<file path="src/hdl/cst_pkg.sv">
// Shared types, token and error codes and keyword lookup for the C subset tokenizer.
// No dependencies; used by c_subset_tokenizer_unit and cst_checker.
package cst_pkg;

    localparam int POS_BITS_DEF = 16;
    localparam int FIFO_DEPTH   = 4;
    localparam int PTR_W        = $clog2(FIFO_DEPTH);
    localparam int CNT_W        = $clog2(FIFO_DEPTH + 1);

    typedef struct packed {
        logic [7:0] ch;
        logic       final_req;
    } in_t;

    typedef struct packed {
        logic [4:0]  token_kind;
        logic [3:0]  token_length;
        logic [31:0] text_prefix;
        logic [7:0]  literal_char;
        logic        literal_escaped;
        logic [2:0]  error_code;
        logic [15:0] row;
        logic [15:0] col;
        logic        last;
    } out_t;

    typedef enum logic [9:0] {
        MODE_IDLE   = 10'b00_0000_0001,
        MODE_NUM    = 10'b00_0000_0010,
        MODE_ID     = 10'b00_0000_0100,
        MODE_GT     = 10'b00_0000_1000,
        MODE_LT     = 10'b00_0001_0000,
        MODE_EQ     = 10'b00_0010_0000,
        MODE_BANG   = 10'b00_0100_0000,
        MODE_Q1     = 10'b00_1000_0000,
        MODE_QESC   = 10'b01_0000_0000,
        MODE_QCLOSE = 10'b10_0000_0000
    } mode_t;

    localparam logic [4:0] TK_MAIN     = 5'd0;
    localparam logic [4:0] TK_INT      = 5'd1;
    localparam logic [4:0] TK_CHAR     = 5'd2;
    localparam logic [4:0] TK_ID       = 5'd3;
    localparam logic [4:0] TK_NUM      = 5'd4;
    localparam logic [4:0] TK_LPAREN   = 5'd5;
    localparam logic [4:0] TK_RPAREN   = 5'd6;
    localparam logic [4:0] TK_LBRACE   = 5'd7;
    localparam logic [4:0] TK_RBRACE   = 5'd8;
    localparam logic [4:0] TK_LBRACKET = 5'd9;
    localparam logic [4:0] TK_RBRACKET = 5'd10;
    localparam logic [4:0] TK_SEMI     = 5'd11;
    localparam logic [4:0] TK_COMMA    = 5'd12;
    localparam logic [4:0] TK_ASSIGN   = 5'd13;
    localparam logic [4:0] TK_IF       = 5'd14;
    localparam logic [4:0] TK_ELSE     = 5'd15;
    localparam logic [4:0] TK_RELOP    = 5'd16;
    localparam logic [4:0] TK_END      = 5'd17;

    localparam logic [2:0] ERR_NONE     = 3'd0;
    localparam logic [2:0] ERR_INVALID  = 3'd1;
    localparam logic [2:0] ERR_BANG     = 3'd2;
    localparam logic [2:0] ERR_ESCAPE   = 3'd3;
    localparam logic [2:0] ERR_EMPTY    = 3'd4;
    localparam logic [2:0] ERR_NO_QUOTE = 3'd5;

    function automatic logic [4:0] word_kind(input logic [31:0] pfx, input logic [3:0] len);
        logic [4:0] k;
        k = TK_ID;
        if (len == 4'd4 && pfx == 32'h6D61_696E) k = TK_MAIN;
        else if (len == 4'd3 && pfx == 32'h696E_7400) k = TK_INT;
        else if (len == 4'd4 && pfx == 32'h6368_6172) k = TK_CHAR;
        else if (len == 4'd2 && pfx == 32'h6966_0000) k = TK_IF;
        else if (len == 4'd4 && pfx == 32'h656C_7365) k = TK_ELSE;
        return k;
    endfunction

    function automatic out_t mk_res(input logic [4:0] kind, input logic [3:0] len,
                                    input logic [31:0] pfx, input logic [7:0] lch,
                                    input logic esc, input logic [2:0] err,
                                    input logic [15:0] row, input logic [15:0] col);
        out_t r;
        r.token_kind      = kind;
        r.token_length    = len;
        r.text_prefix     = pfx;
        r.literal_char    = lch;
        r.literal_escaped = esc;
        r.error_code      = err;
        r.row             = row;
        r.col             = col;
        r.last            = 1'b0;
        return r;
    endfunction

endpackage

</file>
<file path="src/hdl/c_subset_tokenizer_unit.sv">
// C subset tokenizer: one source byte per transfer in, tokens out through a small result queue.
// Each result is registered into the queue when its byte is accepted and is shown on m_data
// once the results ahead of it are taken. One byte per cycle while s_ready is high; a byte can
// yield two results; s_ready drops while more than two results wait in the four-entry queue.
// Reset: aresetn, synchronous active low, clears lexer state, position (1,1) and the queue.
// Depends on cst_pkg.
module c_subset_tokenizer_unit #(
    parameter int POS_BITS = cst_pkg::POS_BITS_DEF
) (
    input  logic          aclk,
    input  logic          aresetn,
    input  logic          s_valid,
    output logic          s_ready,
    input  cst_pkg::in_t  s_data,
    output logic          m_valid,
    input  logic          m_ready,
    output cst_pkg::out_t m_data
);

    localparam logic [POS_BITS-1:0] POS_MAX = {POS_BITS{1'b1}};

    cst_pkg::mode_t mode_reg, mode_next;
    logic [31:0]         prefix_reg, prefix_next;
    logic [3:0]          count_reg, count_next;
    logic [7:0]          lit_reg, lit_next;
    logic                esc_reg, esc_next;
    logic [POS_BITS-1:0] line_reg, line_next;
    logic [POS_BITS-1:0] col_reg, col_next;
    logic                halted_reg, halted_next;
    logic                en_reg;

    cst_pkg::out_t               fifo_reg [cst_pkg::FIFO_DEPTH];
    logic [cst_pkg::PTR_W-1:0]   wr_ptr_reg, rd_ptr_reg;
    logic [cst_pkg::CNT_W-1:0]   cnt_reg;

    logic          accept, pop;
    cst_pkg::out_t res_a, res_b, res0, res1;
    logic          a_v, b_v;
    logic [1:0]    n_res, push_n;
    logic [15:0]   row_o, col_o;
    logic [31:0]   line_w, col_w;
    logic [7:0]    c;
    logic          c_digit, c_alpha, c_space, c_eq;
    logic [31:0]   pfx_add;

    assign accept  = s_valid & s_ready;
    assign pop     = m_valid & m_ready;
    assign s_ready = en_reg && (cnt_reg <= cst_pkg::CNT_W'(cst_pkg::FIFO_DEPTH - 2));
    assign m_valid = (cnt_reg != '0);
    assign m_data  = fifo_reg[rd_ptr_reg];

    assign line_w = 32'(line_reg);
    assign col_w  = 32'(col_reg);
    assign row_o  = (line_w > 32'h0000_FFFF) ? 16'hFFFF : line_w[15:0];
    assign col_o  = (col_w > 32'h0000_FFFF) ? 16'hFFFF : col_w[15:0];

    assign c       = s_data.ch;
    assign c_digit = (c >= 8'h30) && (c <= 8'h39);
    assign c_alpha = ((c >= 8'h61) && (c <= 8'h7A)) || ((c >= 8'h41) && (c <= 8'h5A));
    assign c_space = (c == 8'h20) || ((c >= 8'h09) && (c <= 8'h0D));
    assign c_eq    = (c == 8'h3D);

    always_comb begin
        case (count_reg)
            4'd1:    pfx_add = {prefix_reg[31:24], c, prefix_reg[15:0]};
            4'd2:    pfx_add = {prefix_reg[31:16], c, prefix_reg[7:0]};
            4'd3:    pfx_add = {prefix_reg[31:8], c};
            default: pfx_add = prefix_reg;
        endcase
    end

    always_comb begin
        logic done;
        logic failed;
        logic [4:0] wk;
        mode_next   = mode_reg;
        prefix_next = prefix_reg;
        count_next  = count_reg;
        lit_next    = lit_reg;
        esc_next    = esc_reg;
        line_next   = line_reg;
        col_next    = col_reg;
        halted_next = halted_reg;
        a_v         = 1'b0;
        b_v         = 1'b0;
        res_a       = '0;
        res_b       = '0;
        done        = 1'b0;
        failed      = 1'b0;
        wk          = cst_pkg::word_kind(prefix_reg, count_reg);

        if (!halted_reg) begin
            if (s_data.final_req) begin
                a_v = 1'b1;
                case (mode_reg)
                    cst_pkg::MODE_NUM:
                        res_a = cst_pkg::mk_res(cst_pkg::TK_NUM, count_reg, prefix_reg,
                                                8'h00, 1'b0, cst_pkg::ERR_NONE, row_o, col_o);
                    cst_pkg::MODE_ID:
                        res_a = cst_pkg::mk_res(wk, count_reg, prefix_reg,
                                                8'h00, 1'b0, cst_pkg::ERR_NONE, row_o, col_o);
                    cst_pkg::MODE_GT, cst_pkg::MODE_LT:
                        res_a = cst_pkg::mk_res(cst_pkg::TK_RELOP, 4'd0, 32'd0,
                                                8'h00, 1'b0, cst_pkg::ERR_NONE, row_o, col_o);
                    cst_pkg::MODE_EQ:
                        res_a = cst_pkg::mk_res(cst_pkg::TK_ASSIGN, 4'd0, 32'd0,
                                                8'h00, 1'b0, cst_pkg::ERR_NONE, row_o, col_o);
                    cst_pkg::MODE_BANG: begin
                        failed = 1'b1;
                        res_a  = cst_pkg::mk_res(cst_pkg::TK_MAIN, 4'd0, 32'd0, 8'h00, 1'b0,
                                                 cst_pkg::ERR_BANG, row_o, col_o);
                    end
                    cst_pkg::MODE_Q1: begin
                        failed = 1'b1;
                        res_a  = cst_pkg::mk_res(cst_pkg::TK_MAIN, 4'd0, 32'd0, 8'h00, 1'b0,
                                                 cst_pkg::ERR_EMPTY, row_o, col_o);
                    end
                    cst_pkg::MODE_QESC: begin
                        failed = 1'b1;
                        res_a  = cst_pkg::mk_res(cst_pkg::TK_MAIN, 4'd0, 32'd0, 8'h00, 1'b0,
                                                 cst_pkg::ERR_ESCAPE, row_o, col_o);
                    end
                    cst_pkg::MODE_QCLOSE: begin
                        failed = 1'b1;
                        res_a  = cst_pkg::mk_res(cst_pkg::TK_MAIN, 4'd0, 32'd0, 8'h00, 1'b0,
                                                 cst_pkg::ERR_NO_QUOTE, row_o, col_o);
                    end
                    default: a_v = 1'b0;
                endcase
                if (!failed) begin
                    b_v   = 1'b1;
                    res_b = cst_pkg::mk_res(cst_pkg::TK_END, 4'd0, 32'd0, 8'h00, 1'b0,
                                            cst_pkg::ERR_NONE, row_o, col_o);
                end
                mode_next = cst_pkg::MODE_IDLE;
            end else begin
                case (mode_reg)
                    cst_pkg::MODE_NUM: begin
                        if (c_digit) begin
                            done        = 1'b1;
                            prefix_next = (count_reg < 4'd4) ? pfx_add : prefix_reg;
                            count_next  = (count_reg < 4'd15) ? count_reg + 4'd1 : count_reg;
                        end else begin
                            a_v       = 1'b1;
                            res_a     = cst_pkg::mk_res(cst_pkg::TK_NUM, count_reg, prefix_reg,
                                                        8'h00, 1'b0, cst_pkg::ERR_NONE,
                                                        row_o, col_o);
                            mode_next = cst_pkg::MODE_IDLE;
                        end
                    end
                    cst_pkg::MODE_ID: begin
                        if (c_digit || c_alpha) begin
                            done        = 1'b1;
                            prefix_next = (count_reg < 4'd4) ? pfx_add : prefix_reg;
                            count_next  = (count_reg < 4'd15) ? count_reg + 4'd1 : count_reg;
                        end else begin
                            a_v       = 1'b1;
                            res_a     = cst_pkg::mk_res(wk, count_reg, prefix_reg, 8'h00, 1'b0,
                                                        cst_pkg::ERR_NONE, row_o, col_o);
                            mode_next = cst_pkg::MODE_IDLE;
                        end
                    end
                    cst_pkg::MODE_GT, cst_pkg::MODE_LT, cst_pkg::MODE_EQ: begin
                        a_v       = 1'b1;
                        done      = c_eq;
                        res_a     = cst_pkg::mk_res(
                            (c_eq || mode_reg != cst_pkg::MODE_EQ) ?
                                cst_pkg::TK_RELOP : cst_pkg::TK_ASSIGN,
                            4'd0, 32'd0, 8'h00, 1'b0, cst_pkg::ERR_NONE, row_o, col_o);
                        mode_next = cst_pkg::MODE_IDLE;
                    end
                    cst_pkg::MODE_BANG: begin
                        a_v       = 1'b1;
                        mode_next = cst_pkg::MODE_IDLE;
                        if (c_eq) begin
                            done  = 1'b1;
                            res_a = cst_pkg::mk_res(cst_pkg::TK_RELOP, 4'd0, 32'd0, 8'h00,
                                                    1'b0, cst_pkg::ERR_NONE, row_o, col_o);
                        end else begin
                            failed = 1'b1;
                            res_a  = cst_pkg::mk_res(cst_pkg::TK_MAIN, 4'd0, 32'd0, 8'h00,
                                                     1'b0, cst_pkg::ERR_BANG, row_o, col_o);
                        end
                    end
                    cst_pkg::MODE_Q1: begin
                        done = 1'b1;
                        if (c == 8'h5C) begin
                            mode_next = cst_pkg::MODE_QESC;
                        end else if (c == 8'h27) begin
                            a_v    = 1'b1;
                            failed = 1'b1;
                            res_a  = cst_pkg::mk_res(cst_pkg::TK_MAIN, 4'd0, 32'd0, 8'h00,
                                                     1'b0, cst_pkg::ERR_EMPTY, row_o, col_o);
                        end else begin
                            lit_next  = c;
                            esc_next  = 1'b0;
                            mode_next = cst_pkg::MODE_QCLOSE;
                        end
                    end
                    cst_pkg::MODE_QESC: begin
                        done = 1'b1;
                        if (c == 8'h6E || c == 8'h74 || c == 8'h72 || c == 8'h5C ||
                            c == 8'h27 || c == 8'h22) begin
                            lit_next  = c;
                            esc_next  = 1'b1;
                            mode_next = cst_pkg::MODE_QCLOSE;
                        end else begin
                            a_v    = 1'b1;
                            failed = 1'b1;
                            res_a  = cst_pkg::mk_res(cst_pkg::TK_MAIN, 4'd0, 32'd0, 8'h00,
                                                     1'b0, cst_pkg::ERR_ESCAPE, row_o, col_o);
                        end
                    end
                    cst_pkg::MODE_QCLOSE: begin
                        done = 1'b1;
                        a_v  = 1'b1;
                        if (c == 8'h27) begin
                            res_a     = cst_pkg::mk_res(cst_pkg::TK_NUM, 4'd0, 32'd0, lit_reg,
                                                        esc_reg, cst_pkg::ERR_NONE,
                                                        row_o, col_o);
                            mode_next = cst_pkg::MODE_IDLE;
                        end else begin
                            failed = 1'b1;
                            res_a  = cst_pkg::mk_res(cst_pkg::TK_MAIN, 4'd0, 32'd0, 8'h00,
                                                     1'b0, cst_pkg::ERR_NO_QUOTE, row_o, col_o);
                        end
                    end
                    default: mode_next = cst_pkg::MODE_IDLE;
                endcase

                // start of a new token
                if (!done && !failed && !c_space) begin
                    if (c_digit || c_alpha) begin
                        prefix_next = {c, 24'd0};
                        count_next  = 4'd1;
                        mode_next   = c_digit ? cst_pkg::MODE_NUM : cst_pkg::MODE_ID;
                    end else begin
                        b_v   = 1'b1;
                        res_b = cst_pkg::mk_res(cst_pkg::TK_MAIN, 4'd0, 32'd0, 8'h00, 1'b0,
                                                cst_pkg::ERR_NONE, row_o, col_o);
                        case (c)
                            8'h28: res_b.token_kind = cst_pkg::TK_LPAREN;
                            8'h29: res_b.token_kind = cst_pkg::TK_RPAREN;
                            8'h7B: res_b.token_kind = cst_pkg::TK_LBRACE;
                            8'h7D: res_b.token_kind = cst_pkg::TK_RBRACE;
                            8'h5B: res_b.token_kind = cst_pkg::TK_LBRACKET;
                            8'h5D: res_b.token_kind = cst_pkg::TK_RBRACKET;
                            8'h3B: res_b.token_kind = cst_pkg::TK_SEMI;
                            8'h2C: res_b.token_kind = cst_pkg::TK_COMMA;
                            8'h3E: begin
                                b_v       = 1'b0;
                                mode_next = cst_pkg::MODE_GT;
                            end
                            8'h3C: begin
                                b_v       = 1'b0;
                                mode_next = cst_pkg::MODE_LT;
                            end
                            8'h3D: begin
                                b_v       = 1'b0;
                                mode_next = cst_pkg::MODE_EQ;
                            end
                            8'h21: begin
                                b_v       = 1'b0;
                                mode_next = cst_pkg::MODE_BANG;
                            end
                            8'h27: begin
                                b_v       = 1'b0;
                                lit_next  = 8'h00;
                                esc_next  = 1'b0;
                                mode_next = cst_pkg::MODE_Q1;
                            end
                            default: begin
                                failed           = 1'b1;
                                res_b.error_code = cst_pkg::ERR_INVALID;
                            end
                        endcase
                    end
                end

                if (c == 8'h0A) begin
                    line_next = (line_reg != POS_MAX) ? line_reg + POS_BITS'(1) : line_reg;
                    col_next  = POS_BITS'(1);
                end else begin
                    col_next = (col_reg != POS_MAX) ? col_reg + POS_BITS'(1) : col_reg;
                end
            end
            if (failed) begin
                halted_next = 1'b1;
                mode_next   = cst_pkg::MODE_IDLE;
            end
        end

        res0      = a_v ? res_a : res_b;
        res1      = res_b;
        res0.last = !(a_v && b_v);
        res1.last = 1'b1;
        n_res     = {1'b0, a_v} + {1'b0, b_v};
    end

    assign push_n = accept ? n_res : 2'd0;

    always_ff @(posedge aclk) begin
        if (!aresetn) begin
            mode_reg   <= cst_pkg::MODE_IDLE;
            prefix_reg <= '0;
            count_reg  <= '0;
            lit_reg    <= '0;
            esc_reg    <= 1'b0;
            line_reg   <= POS_BITS'(1);
            col_reg    <= POS_BITS'(1);
            halted_reg <= 1'b0;
            en_reg     <= 1'b0;
            wr_ptr_reg <= '0;
            rd_ptr_reg <= '0;
            cnt_reg    <= '0;
        end else begin
            en_reg <= 1'b1;
            if (accept) begin
                mode_reg   <= mode_next;
                prefix_reg <= prefix_next;
                count_reg  <= count_next;
                lit_reg    <= lit_next;
                esc_reg    <= esc_next;
                line_reg   <= line_next;
                col_reg    <= col_next;
                halted_reg <= halted_next;
            end
            wr_ptr_reg <= wr_ptr_reg + cst_pkg::PTR_W'(push_n);
            rd_ptr_reg <= rd_ptr_reg + cst_pkg::PTR_W'(pop);
            cnt_reg    <= cnt_reg + cst_pkg::CNT_W'(push_n) - cst_pkg::CNT_W'(pop);
        end
    end

    always_ff @(posedge aclk) begin
        if (push_n != 2'd0) begin
            fifo_reg[wr_ptr_reg] <= res0;
        end
        if (push_n == 2'd2) begin
            fifo_reg[wr_ptr_reg + cst_pkg::PTR_W'(1)] <= res1;
        end
    end

endmodule

</file>
<file path="config.mk">
export PLATFORM = sky130hd
export DESIGN_NAME = c_subset_tokenizer_unit
export DESIGN_NICKNAME = d
export VERILOG_FILES = /design/src/hdl/cst_pkg.sv /design/src/hdl/c_subset_tokenizer_unit.sv
export SDC_FILE = /design/constraint.sdc
export NUM_CORES = 1
export LEC_CHECK = 0
export BUFFER_PORTS_ARGS = -buffer_cell sky130_fd_sc_hd__buf_4
export CAP_MARGIN = 20
export CORE_MARGIN = 2
export CORE_UTILIZATION = 54
export DETAILED_ROUTE_END_ITERATION = 7
export PLACE_DENSITY = 0.73
export SYNTH_ARGS = -nofsm -noshare
export SYNTH_HDL_FRONTEND = slang
export SYNTH_SLANG_ARGS = --single-unit
</file>
<file path="constraint.sdc">
create_clock -name aclk -period 17 [get_ports aclk]
set_clock_uncertainty 0.15 [all_clocks]
set_input_delay 0.85 -clock aclk [delete_from_list [all_inputs] [get_ports aclk]]
set_output_delay 0.85 -clock aclk [all_outputs]
set_load 0.02 [all_outputs]
</file>
==> run metrics <==
status finished clean; Synth Net Count 1755; sequential area share after synthesis 0.5227; Slowest cell on crit path o22ai_1; clk buf depth 3; clock transition at the registers of the reported paths approximately 0.060 ns; area delta synth->final 12.02%; top-area cell type share of the netlist area 0.2917; clock sink total 440; num rows 70; combinational power share 0.148; adder-cell share of the synthesized area 0.008610; internal power 1.821 mW; # nets final 1774; core footprint 36350 um^2; hold depth 1; Avg Cell Area, Syn 11.43 um^2; FF/Latch Area between 10000 and 15000 um^2; ant diodes 0; Psw 0.6439 mW; part of the cycle the worst path needs 0.4046; Yosys reg bits 440; CP required 17.16 ns; Worst Max-Slew Pin Slew approximately 1.1 ns; hold endpoint fifo_reg[1][0]; reg2reg end fifo_reg[0][18]; die height around 200 um; Setup Viol. Count Final 0; endpoint type of the worst setup path register; CTS tree done; global route overflow 0; mux share of post-synthesis cell area 0.1043; reg2reg setup slack 10.12 ns; Residual DRC 0; most frequent cells in the layout dfxtp_1, a22o_1, edfxtp_1; DR WL/cell 23.16 um; cell count after synthesis roughly 1700; Avg Vias per Cell 6.529; router iterations before antenna repair 6; power share of the sequential group 0.460; setup TNS 0 ns; final wirelength 52080 um; 1st-iter DRT viols 1249; P_leak roughly 8 nW; arrival time at the worst endpoint 7.04 ns; die extent in x 195.3 um; cell mode on critical path buf_4; pin count of the biggest net entering global routing 64; family with the most delay on the worst path simple AND/OR/NAND/NOR gates; vias in the first global route between 10000 and 15000; worst setup path category reg2reg; H-tree levels 2; main area contributors after synthesis dfxtp_1, edfxtp_1, mux4_2, a22o_1, nor2b_1; first-pass GRT wire length 81560 um; Clock Power Share 0.392; main combinational cell family by area after synthesis simple AND/OR/NAND/NOR gates; hold_sp fifo_reg[1][0]; CTS resizes 0; CP max stage delay 0.84 ns; fin area 22140 um^2; area leader, netlist dfxtp_1; Hold Path Class reg2reg; max reg flops 344; Mapped Area slightly below 20000 um^2; FMAX roughly 0.15 GHz; CP Buf/Inv Count 3; RSZ-0062 raised after global routing false; clock buffer count from CTS 45; layout cells sized above 1 0.1774; ys flop type dfxtp_1; GR Util All Layers 0.2724; synth unique cells 92; sw frac 0.2612; Ports 101; initial antenna violation count 0; Async SR Flop Fraction 0; Slew headroom 0.2704; crit path launch type register; post-synthesis xor/xnor area fraction 0.01462; cells along the critical path nor3_2 -> nand4_1 -> o22ai_1 -> nor2_1 -> nand2_1 -> a21oi_1 -> ha_1 -> o21ai_1 -> nand2b_1 -> and2_1 -> buf_4 -> inv_2 -> a22oi_2 -> buf_4 -> nor2b_1; worst-path fanout max 40; Total Power 2.465 mW; Cell Pwr Density 111.3 nW/um^2; RR Startpoint mode_reg[9]; Period minus WS final ~7 ns; number of synthesized flops with an enable pin 152; Synth Area in Compound Gates 0.1540; final hold vios 0; worst skew pair latency 0.58 ns; Yosys warnings 0; leading cell type in the layout, fill and taps excluded dfxtp_1; area of the multi-input gates 8746 um^2; Placer Congestion 0.9402; Initial Utilization 0.5438; Via Count 14683; MaxCap Viol Count 0; DP Area 20650 um^2; Max VDD drop just under 0.09 mV; Worst R2R Path Depth 15; number of fill cells in the layout 2925; Post-CTS Hold Fix Bufs 0; Final Max Tran Viols 0; Post-Synth Simple-Gate Area 0.1604; HPWL after DPL 32460 um; post-CTS setup buffers 0; PortBufs 100; die area 38150 um^2; Routed Antenna Nets 0; CTS root buf clkbuf_16
metal layers:
| metal | GRT usage | up-vias | wire length (um) |
|---|---|---|---|
| met4 | 0.08538 | 0 | 1513 |
| li1 | - | 6622 | - |
| met5 | 0 | - | 0 |
| met3 | 0.05164 | 104 | 3863 |
| met2 | 0.4354 | 658 | 23920 |
| met1 | 0.3782 | 7299 | 22780 |
cell families (layout without fill, tap and decap cells):
group | count (synthesis) | after routing
and+or+nand+nor | 574 | 574
DFF | 440 | 440
AOI/OAI and AO/OA | 400 | 400
buffers and inverters | 171 | 223
muxes | 98 | 98
xor gates and xnor gates | 33 | 33
adders and majority gates | 13 | 13
stage by stage:
stage,instances,hold WS [ns],worst slack [ns],utilization
2_1_floorplan,1729,0.2810,11.07,-
3_3_place_gp,2167,0.2933,10.09,0.5681
3_5_place_dp,2167,0.2995,9.934,0.5681
4_1_cts,2247,0.3144,10.35,0.6076
5_1_grt,2249,0.3310,9.594,0.6091
6_report,2249,0.3128,10.12,0.6091
worst reg2reg max path, cell delays in order, from the launching register on:
cell and delay, ns:
dfxtp_1 0.43, nor3_2 0.57, nand4_1 0.43, o22ai_1 0.84
nor2_1 0.30, nand2_1 0.20, a21oi_1 0.09, ha_1 0.35
o21ai_1 0.38, nand2b_1 0.84, and2_1 0.26, buf_4 0.42
inv_2 0.51, a22oi_2 0.28, buf_4 0.41, nor2b_1 0.12
how the worst max path moves through the flow:
stage                start         endpoint  slack (ns)  cells after the start
2_1_floorplan    s_data[8]  fifo_reg[2][24]       11.07                     16
3_3_place_gp     s_data[5]   fifo_reg[0][6]       10.09                     15
3_5_place_dp     s_data[5]   fifo_reg[0][4]        9.93                     15
4_1_cts        mode_reg[9]  fifo_reg[0][18]       10.35                     15
5_1_grt        mode_reg[9]  fifo_reg[0][25]        9.59                     15
6_report       mode_reg[9]  fifo_reg[0][18]       10.12                     15
synth_stat cells (5+ instances only):
library cell	count
a211oi_1	7
a21o_1	10
a21oi_1	33
a22o_1	159
a32o_1	8
and2_1	15
and3_1	52
and4_1	5
buf_1	7
buf_2	26
clkbuf_1	112
dfxtp_1	288
edfxtp_1	152
ha_1	12
inv_1	20
mux2i_1	9
mux4_2	86
nand2_1	84
nand2b_1	17
nand3_1	76
nand4_1	25
nand4b_1	5
nor2_1	99
nor2b_1	94
nor3_1	24
nor4_1	12
o211ai_1	16
o21a_1	8
o21ai_0	71
o22ai_1	25
o31ai_1	5
or3_1	19
xnor2_1	16
xor2_1	17
final cells by class:
class / count / share of cell area
Inverter: 21 / 0.003560
Clock inverter: 11 / 0.004917
Sequential cell: 440 / 0.4669
Multi-Input combinational cell: 1118 / 0.3950
Timing Repair Buffer: 122 / 0.04318
Clock buffer: 69 / 0.05996
Tap cell: 468 / 0.02645
power by group through the flow:
stage                     Combinational (mW)  Sequential, mW  Clock, mW
after floorplan                        0.260            1.13          0
after global placement                 0.358            1.16          0
after detailed placement               0.361            1.16          0
after CTS                              0.361            1.14      0.975
after global routing                   0.386            1.14       1.02
final                                  0.365            1.13      0.965
Power figures use the tool's default switching activity.
